--- config.mk ---
export PLATFORM = sky130hd
export DESIGN_NAME = bounded_stack_with_producer_pacing
export DESIGN_NICKNAME = d
export VERILOG_FILES = /design/src/hw/rtl/bsp_pkg.sv /design/src/hw/rtl/bounded_stack_with_producer_pacing.sv /design/src/hw/rtl/bsp_pace.sv
export SDC_FILE = /design/constraint.sdc
export NUM_CORES = 2
export LEC_CHECK = 0
export ABC_CLOCK_PERIOD_IN_PS = 12000
export BUFFER_PORTS_ARGS = -buffer_cell sky130_fd_sc_hd__buf_2
export CORE_AREA = 2 2 551 279
export DETAILED_ROUTE_END_ITERATION = 6
export DIE_AREA = 0 0 553 281
export GPL_TIMING_DRIVEN = 0
export HOLD_SLACK_MARGIN = 0.15
export PLACE_DENSITY = 0.79
export SLEW_MARGIN = 10
export SYNTH_ARGS = -nofsm -noshare
export SYNTH_HDL_FRONTEND = slang
export SYNTH_SLANG_ARGS = --single-unit
--- constraint.sdc ---
create_clock -name clk -period 12 [get_ports clk]
set_input_delay 1.8 -clock clk [delete_from_list [all_inputs] [get_ports clk]]
set_output_delay 1.8 -clock clk [all_outputs]
set_load 0.05 [all_outputs]
--- src/hw/rtl/bsp_pkg.sv ---
// Shared types and constants for the bounded stack with producer pacing.
package bsp_pkg;

    localparam int DATA_W     = 32;
    localparam int PERIOD_W   = 16;
    localparam int WAIT_W     = 32;
    localparam int OCC_W      = 7;
    localparam int MARK_W     = 7;
    localparam int CFG_IDX_W  = 2;
    localparam int CFG_DATA_W = 16;

    localparam logic [PERIOD_W-1:0] PERIOD_INIT_RESET = 16'd100;
    localparam logic [MARK_W-1:0]   LOW_MARK_RESET    = 7'd16;
    localparam logic [MARK_W-1:0]   HIGH_MARK_RESET   = 7'd48;

    localparam logic MODE_PUSH = 1'b0;
    localparam logic MODE_POP  = 1'b1;

    typedef enum logic [CFG_IDX_W-1:0] {
        CFG_PERIOD_INITIAL = 2'd0,
        CFG_LOW_MARK       = 2'd1,
        CFG_HIGH_MARK      = 2'd2
    } bsp_cfg_reg_t;

    // What one taken request looks like to the pacing/statistics unit.
    typedef struct packed {
        logic push;
        logic pop;
        logic empty;
        logic full;
        logic at_low;
        logic at_high;
    } bsp_event_t;

    // Pacing period and wait counters after a request.
    typedef struct packed {
        logic [PERIOD_W-1:0] period;
        logic [WAIT_W-1:0]   full_waits;
        logic [WAIT_W-1:0]   empty_waits;
    } bsp_stats_t;

endpackage

--- src/hw/rtl/bounded_stack_with_producer_pacing.sv ---
// Top level: bounded LIFO stack with producer pacing period and wait counters.
//
// Each request is a push (mode 0) or a pop of the newest entry (mode 1) and
// produces exactly one result. Sustained rate is one request per clock while
// rsp_stall does not back up the pipeline; a result reaches the rsp side
// through the registered read of the entry store and then the output
// register. The output register lets a new request enter while a finished
// result is still stalled; req_stall rises only when both the read stage and
// the output register are occupied and rsp_stall is high. A push first
// adjusts the pacing period (reload to period_initial/2 when empty, step down
// at or below low_mark, step up at or above high_mark); a push to a full stack
// or a pop from an empty one is rejected and bumps a saturating counter.
// Entry store contents are undefined after reset; no clearing pass is run.
// Configuration writes take effect at the next clock and are meant for idle
// periods; writing period_initial does not disturb the current period.
module bounded_stack_with_producer_pacing
    import bsp_pkg::*;
#(
    parameter int DEPTH = 64
)
(
    input  logic                     clk,
    input  logic                     rst_n,
    // configuration
    input  logic                     cfg_we,
    input  logic [CFG_IDX_W-1:0]     cfg_index,
    input  logic [CFG_DATA_W-1:0]    cfg_data,
    // request channel
    input  logic                     req_valid,
    output logic                     req_stall,
    input  logic                     mode,
    input  logic signed [DATA_W-1:0] push_value,
    // result channel
    output logic                     rsp_valid,
    input  logic                     rsp_stall,
    output logic                     accepted,
    output logic signed [DATA_W-1:0] pop_value,
    output logic [OCC_W-1:0]         occupancy,
    output logic [PERIOD_W-1:0]      producer_period,
    output logic [WAIT_W-1:0]        full_waits,
    output logic [WAIT_W-1:0]        empty_waits
);

    localparam int AW   = $clog2(DEPTH);
    localparam int CW   = $clog2(DEPTH + 1);
    localparam int CMPW = (CW > MARK_W) ? CW : MARK_W;

    // ---------------- configuration ----------------
    logic [PERIOD_W-1:0] period_initial_reg;
    logic [MARK_W-1:0]   low_mark_reg;
    logic [MARK_W-1:0]   high_mark_reg;

    always_ff @(posedge clk or negedge rst_n)
    begin
        if (!rst_n)
        begin
            period_initial_reg <= PERIOD_INIT_RESET;
            low_mark_reg       <= LOW_MARK_RESET;
            high_mark_reg      <= HIGH_MARK_RESET;
        end
        else if (cfg_we)
        begin
            case (cfg_index)
                CFG_PERIOD_INITIAL: period_initial_reg <= cfg_data[PERIOD_W-1:0];
                CFG_LOW_MARK:       low_mark_reg       <= cfg_data[MARK_W-1:0];
                CFG_HIGH_MARK:      high_mark_reg      <= cfg_data[MARK_W-1:0];
                default:            ;   // unused index, write dropped
            endcase
        end
    end

    // ---------------- handshake / pipeline control ----------------
    logic s1_valid_reg;
    logic out_valid_reg;
    logic out_ready;
    logic s1_move;
    logic s1_ready;
    logic req_fire;

    assign out_ready = !out_valid_reg || !rsp_stall;
    assign s1_move   = s1_valid_reg && out_ready;
    assign s1_ready  = !s1_valid_reg || s1_move;
    assign req_stall = !s1_ready;
    assign req_fire  = req_valid && s1_ready;

    // ---------------- stack pointer and request decode ----------------
    logic [CW-1:0]   count_reg;
    logic [CW-1:0]   count_next;
    logic [CMPW-1:0] count_cmp;
    logic            is_empty;
    logic            is_full;
    logic            push_ok;
    logic            pop_ok;
    bsp_event_t      ev;
    bsp_stats_t      stats_next;

    assign count_cmp = CMPW'(count_reg);
    assign is_empty  = (count_reg == '0);
    assign is_full   = (count_reg == CW'(DEPTH));
    assign push_ok   = (mode == MODE_PUSH) && !is_full;
    assign pop_ok    = (mode == MODE_POP) && !is_empty;

    assign ev = '{
        push:    (mode == MODE_PUSH),
        pop:     (mode == MODE_POP),
        empty:   is_empty,
        full:    is_full,
        at_low:  (count_cmp <= CMPW'(low_mark_reg)),
        at_high: (count_cmp >= CMPW'(high_mark_reg))
    };

    always_comb
    begin
        count_next = count_reg;
        if (push_ok)
        begin
            count_next = count_reg + CW'(1);
        end
        else if (pop_ok)
        begin
            count_next = count_reg - CW'(1);
        end
    end

    always_ff @(posedge clk or negedge rst_n)
    begin
        if (!rst_n)
        begin
            count_reg <= '0;
        end
        else if (req_fire)
        begin
            count_reg <= count_next;
        end
    end

    bsp_pace u_pace (
        .clk            (clk),
        .rst_n          (rst_n),
        .period_initial (period_initial_reg),
        .fire           (req_fire),
        .ev             (ev),
        .stats_next     (stats_next)
    );

    // ---------------- entry store: write top on push, read top on pop ----------------
    // A pop reads the slot a push of the previous cycle wrote, after that write
    // has landed, so no bypass is needed.
    logic [DATA_W-1:0] mem [DEPTH];
    logic [DATA_W-1:0] rdata_reg;
    logic [CW-1:0]     pop_addr;

    assign pop_addr = count_reg - CW'(1);

    always_ff @(posedge clk)
    begin
        if (req_fire && push_ok)
        begin
            mem[count_reg[AW-1:0]] <= push_value;
        end
        if (req_fire && pop_ok)
        begin
            rdata_reg <= mem[pop_addr[AW-1:0]];
        end
    end

    // ---------------- stage 1: waits on the store read ----------------
    logic             s1_acc_reg;
    logic             s1_pop_reg;
    logic [OCC_W-1:0] s1_occ_reg;
    bsp_stats_t       s1_stats_reg;

    always_ff @(posedge clk or negedge rst_n)
    begin
        if (!rst_n)
        begin
            s1_valid_reg <= 1'b0;
        end
        else if (s1_ready)
        begin
            s1_valid_reg <= req_fire;
        end
    end

    always_ff @(posedge clk)
    begin
        if (req_fire)
        begin
            s1_acc_reg   <= push_ok || pop_ok;
            s1_pop_reg   <= pop_ok;
            s1_occ_reg   <= OCC_W'(count_next);
            s1_stats_reg <= stats_next;
        end
    end

    // ---------------- output register ----------------
    logic                     acc_reg;
    logic signed [DATA_W-1:0] pop_value_reg;
    logic [OCC_W-1:0]         occ_reg;
    bsp_stats_t               stats_reg;

    always_ff @(posedge clk or negedge rst_n)
    begin
        if (!rst_n)
        begin
            out_valid_reg <= 1'b0;
        end
        else if (out_ready)
        begin
            out_valid_reg <= s1_valid_reg;
        end
    end

    always_ff @(posedge clk)
    begin
        if (s1_move)
        begin
            acc_reg       <= s1_acc_reg;
            pop_value_reg <= s1_pop_reg ? rdata_reg : '0;
            occ_reg       <= s1_occ_reg;
            stats_reg     <= s1_stats_reg;
        end
    end

    assign rsp_valid       = out_valid_reg;
    assign accepted        = acc_reg;
    assign pop_value       = pop_value_reg;
    assign occupancy       = occ_reg;
    assign producer_period = stats_reg.period;
    assign full_waits      = stats_reg.full_waits;
    assign empty_waits     = stats_reg.empty_waits;

    // ---------------- assertions ----------------
    a_count_bound: assert property (@(posedge clk) disable iff (!rst_n)
        count_reg <= CW'(DEPTH))
        else $error("stack pointer beyond depth");

    a_stall_only_when_full_pipe: assert property (@(posedge clk) disable iff (!rst_n)
        req_stall |-> (s1_valid_reg && out_valid_reg && rsp_stall))
        else $error("request stalled with room in the pipeline");

    a_out_from_s1: assert property (@(posedge clk) disable iff (!rst_n)
        $rose(out_valid_reg) |-> $past(s1_valid_reg))
        else $error("result appeared without a request in flight");

    a_full_push_holds: assert property (@(posedge clk) disable iff (!rst_n)
        (req_fire && mode == MODE_PUSH && is_full) |=> (count_reg == CW'(DEPTH)))
        else $error("rejected push changed the stack pointer");

endmodule

--- src/hw/rtl/bsp_pace.sv ---
// Producer pacing period and saturating wait counters.
module bsp_pace
    import bsp_pkg::*;
(
    input  logic                clk,
    input  logic                rst_n,
    input  logic [PERIOD_W-1:0] period_initial,
    input  logic                fire,
    input  bsp_event_t          ev,
    output bsp_stats_t          stats_next
);

    logic [PERIOD_W-1:0] period_reg;
    logic [PERIOD_W-1:0] period_next;
    logic [WAIT_W-1:0]   full_reg;
    logic [WAIT_W-1:0]   full_next;
    logic [WAIT_W-1:0]   empty_reg;
    logic [WAIT_W-1:0]   empty_next;
    logic [PERIOD_W-1:0] half;

    assign half = {1'b0, period_initial[PERIOD_W-1:1]};

    always_comb
    begin
        period_next = period_reg;
        if (ev.push)
        begin
            if (ev.empty)
            begin
                // reload, never below one
                period_next = (half == '0) ? PERIOD_W'(1) : half;
            end
            else if (ev.at_low && period_reg > PERIOD_W'(1))
            begin
                period_next = period_reg - PERIOD_W'(1);
            end
            else if (ev.at_high && period_reg != '0)
            begin
                if (period_reg != '1)
                begin
                    period_next = period_reg + PERIOD_W'(1);
                end
            end
        end
    end

    always_comb
    begin
        full_next  = full_reg;
        empty_next = empty_reg;
        if (ev.push && ev.full && full_reg != '1)
        begin
            full_next = full_reg + WAIT_W'(1);
        end
        if (ev.pop && ev.empty && empty_reg != '1)
        begin
            empty_next = empty_reg + WAIT_W'(1);
        end
    end

    always_ff @(posedge clk or negedge rst_n)
    begin
        if (!rst_n)
        begin
            period_reg <= PERIOD_INIT_RESET;
            full_reg   <= '0;
            empty_reg  <= '0;
        end
        else if (fire)
        begin
            period_reg <= period_next;
            full_reg   <= full_next;
            empty_reg  <= empty_next;
        end
    end

    assign stats_next = '{period: period_next, full_waits: full_next, empty_waits: empty_next};

endmodule
# Word level (Yosys, flattened, before mapping)
# Memory sizes are Yosys's and may differ from the RTL's. A register that Yosys moved wholly into a read port is not among the register bits.
# Cells that the tools add are included.
# word_totals
ff_bits	328
latchBits	0
ramBits	2048
rom_bits	0
input_bits	56
mem_count	1
# op_classes
n_addsub	6
multipliers	0
div	0
magnitude_cmp	3
n_eq_ne	6
n_shift	0
mux	12
bitwise	1
n_reduce_logical	28
# mem_list
memory	words	width	read_ports	rd_clocked_by_memory_dff	write_ports	line_no	text
mem	64	32	1	1	1	bounded_stack_with_producer_pacing.sv:149	logic [DATA_W-1:0] mem [DEPTH];
# ops
op	count
$mux 16	5
$add 32x1->32 const B	2
$mux 32	2
$ne 32x32->1 const B	2
$add 16x1->16 const B	1
$gt 16x1->1 const B	1
$logic_not 16->1	1
$ne 16x16->1 const B	1
$reduce_bool 16->1	1
$sub 16x1->16 const B	1
$mux 15	1
$mux 7	2
$logic_and 1x1->1	12
$add 7x1->7 const B	1
$eq 7x7->1 const B	1
$ge 7x7->1	1
$le 7x7->1	1
$logic_not 7->1	1
$sub 7x1->7 const B	1
$logic_not 1->1	6
$reduce_and 2->1	3
$logic_or 1x1->1	3
$eq 2x1->1 const B	1
$eq 2x2->1 const B	1
3 further kinds	4

# Logic depth before layout (Yosys ltp)
# depth
ltp_word	8
depth_mapped	13
depth_no_buf	9

# Modules after synthesis
# A second synthesis with hierarchy kept.
# unflattened
cells_unflattened	4310
area_unflattened_um2	93816.2
# modules_own_cells
mod	n_inst	cells_per_inst	area_per_inst_um2
bounded_stack_with_producer_pacing	1	3560	87383.8
bsp_pace	1	750	6432.4

# Least setup slack after synthesis
# Ideal clock, no wire load.
# synth_timing
kind	input-to-reg
startpoint	input port rsp_stall
endpoint	register acc_reg, in the netlist accepted (enable)
setup_ps	783
arrival_ps	10442
required_time_ps	11217
setup_slack_ps	775
cell_stages	1
path_buffers	0
path_cell_list	a21boi_0
# synth_via
elab_chain_cells	3
# synth_rtl
item	line_no	text
start: declaration	bounded_stack_with_producer_pacing.sv:35	input logic rsp_stall,
$logic_not 1->1	bounded_stack_with_producer_pacing.sv:80	assign out_ready = !out_valid_reg || !rsp_stall;
$logic_or 1x1->1	bounded_stack_with_producer_pacing.sv:80	
$logic_and 1x1->1	bounded_stack_with_producer_pacing.sv:81	assign s1_move = s1_valid_reg && out_ready;
end signal: assignment	bounded_stack_with_producer_pacing.sv:218	acc_reg <= s1_acc_reg;
end: declaration	bounded_stack_with_producer_pacing.sv:197	logic acc_reg;
# No other way between the ends.
# A chain may end at the register's enable or synchronous reset.

# Worst setup path after layout
# layout_timing
startpoint	register count_reg[0], in the netlist count_cmp[0]
endpoint	register rdata_reg[22] (read register of mem) (data pin)
# layout_via
elab_chain_cells	4
elab_cells_between_ends	5
classes_between	1 x add/sub; 4 x reduce/logical
# layout_rtl
item	line_no	text
start: declaration	bounded_stack_with_producer_pacing.sv:87	logic [CW-1:0] count_reg;
start signal: assignment	bounded_stack_with_producer_pacing.sv:133	count_reg <= count_next;
branches (longest 4 deep; another with $sub 7x1->7)	n/a	
end: declaration	bounded_stack_with_producer_pacing.sv:150	logic [DATA_W-1:0] rdata_reg;
# Several ways; the timed one is not identified.

==> metrics.yaml <==
status:
  outcome: "complete, but fails checks"
  violated_checks: "max-slew violations"
worst_hold_path:
  hold_path_class: "flop to flop"
  worst_min_delay_path_startpoint: "s1_stats_reg[21]"
routing:
  avgViaCountPerCell: 7.213
  wl_per_cell_microns: 38.78
  detail_route.drc_violations: 0
  dr_total_vias: 49526
  route.antenna.remaining_nets: 0
  detail_route.iter0.violations: 9988
  postRouteWirelength_microns: 266300
  drt_first_pass_iters: 7
sta:
  fin_ws_ns: 3.080
  fin_hold_ws_ns: 0.4097
  setup_violations: 0
  worst_clock_skew_ns: 0.04328
  maxClockFrequency_ghz: 0.1121
  timing.slew.headroom_pct: -4.424
  grt_setup_unrepaired: "no"
  layout_worst_path_cycle_share_pct: 74.33
  fin_tns_setup_ns: 0
  min_period_ns: 8.920
  worst_slew_pin_slew_ns: 1.566
  timing.final.max_slew_violations: 2
  final_hold_viol_count: 0
power:
  p_comb_share_pct: 39.2
  power.share.sequential_pct: 36.5
  p_switching_mw: 9.714
  post-layout-total-power_mw: 26.58
  max-vdd-ir-drop_mv: 0.1910
  part_of_the_power_in_the_clock_network_pct: 24.2
  power.switching_fraction_pct: 36.55
  pwr_density_cell_nw_per_um2: 253.1
  leakage_nw: 33.80
  intPower_mw: 16.87
placement:
  dp_worst_setup_slack_ns: 3.875
  dpl-instance-area_sq_um: 98610
  gpl_wtd_cong: 0.9732
  place_hpwl_microns: 167400
  place.port_buffers: 176
  place.detailed.instances: 6493
layout:
  postLayoutCoreUtil_pct: 69.73
  finish.cell_count_without_fillers: 6866
  finalNetCount: 4776
  final_layout_size_suffix_gt1_share_pct: 27.70
  post_layout_inst_area_sq_um: 105000
  layout-area-overhead-vs-synth_pct: 13.08
  largest_register_ffs: 2048
critical_path:
  crit_fanout: 10
  cell_by_cell_listing_of_the_critical_path: "clkbuf_1, clkbuf_1, buf_1, inv_1, ha_1, clkbuf_1, clkbuf_1, clkbuf_1, mux4_2, mux4_2, a22oi_1, nand2_1"
  critical_path.top_delay_family: "buffers and inverters"
  required_ns: 12.49
  worstSetupPathType: "flop to flop"
  worst_path_max_delay_cell: "a22oi_1"
  crit_path_from: "count_cmp[0]"
  worst-endpoint-arrival_ns: 9.41
  cp_slowest_stage_delay_ns: 1.17
  end_kind: "flop"
  r2r_start: "count_cmp[0]"
  path_buf_inv: 7
  crit_top_cell: "clkbuf_1"
  critPathLaunchType: "flop"
logic_synthesis:
  yosysTopAreaCellShare_pct: 74.00
  top_count_cell_post_synth: "edfxtp_1"
  postSynth.asyncResetShare_pct: 4.902
  ys_top_cells_by_count: "edfxtp_1 (2289), mux4_2 (640), clkbuf_1 (161)"
  post_synth_num_cell_types: 68
  cell_type_with_the_largest_total_area_after_synthesis: "edfxtp_1"
  synth.avg_cell_area_sq_um: 22.03
  synth_enable_flop_cells: 2289
  synth_area_sq_um: 92890
  synth-main-ff-cell: "edfxtp_1"
  mappedNetlistNets: 4294
  synth_seq_area_share_pct: 77.19
  postSynthRegisterBits: 2407
  synthesis.yosys.warnings: 0
  yosys-top-cells-area: "edfxtp_1 (74%), mux4_2 (16%), dfrtp_1 (2.9%)"
  synthCells: 4216
floorplanning:
  starting_utilization_of_the_core_area_pct: 61.67
  floorplan.die.width_microns: 553
  num_rows: 101
  die-area_sq_um: 155400
  area_inside_the_core_boundary_sq_um: 150600
  ioPinCount: 178
  die_h_microns: 281
grt:
  grt.overflow.total: 0
  grt_first_pass_wirelength_microns: 370600
  number_of_antenna_violations_at_the_first_check_in_global_routing: 19
  grtUsageTotal_pct: 34.73
  grt_start_max_net_pins: 72
  first_global_vias: 48047
clocking:
  post_cts_setup_buffers: 0
  cts_hold_fix_bufs: 0
  clock-root-buffer: "clkbuf_16"
  post_cts.resized_instances: 0
  cts-htree-levels: 4
  cts_sinks: 2407
  worst_setup_hold_path_clk_slew_ns: 0.07
  cts_tree: "done"
  cts_buffers: 201
  ctsLongestPathBuffers: 4
  clk-insertion-delay-late_ns: 0.87
flow_run:
  max_cap_viol_count: 0
-- layer usage --
layer	vias to the layer above	GRT usage [%]	share of wire (%)
met5	-	0.8645	0.36
li1	18566	-	-
met3	611	13.46	17
met1	25537	51.19	36
met2	4796	48.85	43
met4	16	9.908	3.4
-- cell usage in the layout, fill, tap and decap left out, types with 46 or more instances in the layout --
cell type	synthesis	layout
dfrtp_1	109	109
clkinv_1	1	46
nor2_4	0	61
mux4_2	640	640
nor2_1	144	83
clkbuf_16	0	204
nand2_1	146	146
a22oi_1	67	66
buf_12	0	48
clkbuf_1	161	192
edfxtp_1	2289	2289
buf_2	5	161
xor2_1	67	67
nand3_1	53	53
xnor2_1	68	68
-- layout make-up --
| cell class | instances | area, sq um |
|---|---|---|
| sequential | 2407 | 71700 |
| timing repair buffer | 279 | 2880 |
| tap | 2008 | 2512 |
| antenna | 10 | 25.02 |
| inverter | 32 | 120.1 |
| clock inverter | 101 | 850.8 |
| buffer | 223 | 900.9 |
| multi-input combinational | 1554 | 20710 |
| clock buffer | 252 | 5335 |
| fill | 8649 | 45600 |
-- path summary, 6_finish.rpt --
check	to	slack, ns	cells past startpoint
worst min register to register	empty_waits[21]	0.41	0
min in group asynchronous	u_pace.period_reg[13]	0.93	1
worst min-delay path	empty_waits[21]	0.41	0
worst max register to register	rdata_reg[22]	3.08	12
max in group asynchronous	low_mark_reg[4]	10.29	2
worst max-delay path	rdata_reg[22]	3.08	12
-- power groups by stage --
stage,registers (mW),clock network [mW],logic (mW)
floorplan,10.0,0,5.40
global placement,9.91,0,9.24
detailed placement,9.89,0,9.56
CTS,9.71,6.44,9.85
global route,9.72,6.74,10.5
finish,9.71,6.45,10.4
-- kinds of logic after synthesis --
kind of cell / after synthesis / share of synthesized area, %
AND/OR/NAND/NOR: 541 / 2.825
multiplexers: 674 / 15.93
adder cells (fa/ha/maj): 22 / 0.2963
XOR/XNOR: 135 / 1.273
AO/OA/AOI/OAI: 182 / 1.439
buffers and inverters: 255 / 1.053
flip-flops: 2407 / 77.19
-- worst register-to-register path, stage by stage, from the launching register on --
cell,delay (ns)
dfrtp_1,0.36
clkbuf_1,0.44
clkbuf_1,1.01
buf_1,0.56
inv_1,0.40
ha_1,0.40
clkbuf_1,0.79
clkbuf_1,1.05
clkbuf_1,1.02
mux4_2,0.47
mux4_2,0.52
a22oi_1,1.17
nand2_1,0.37
Power figures use the tool's default switching activity.
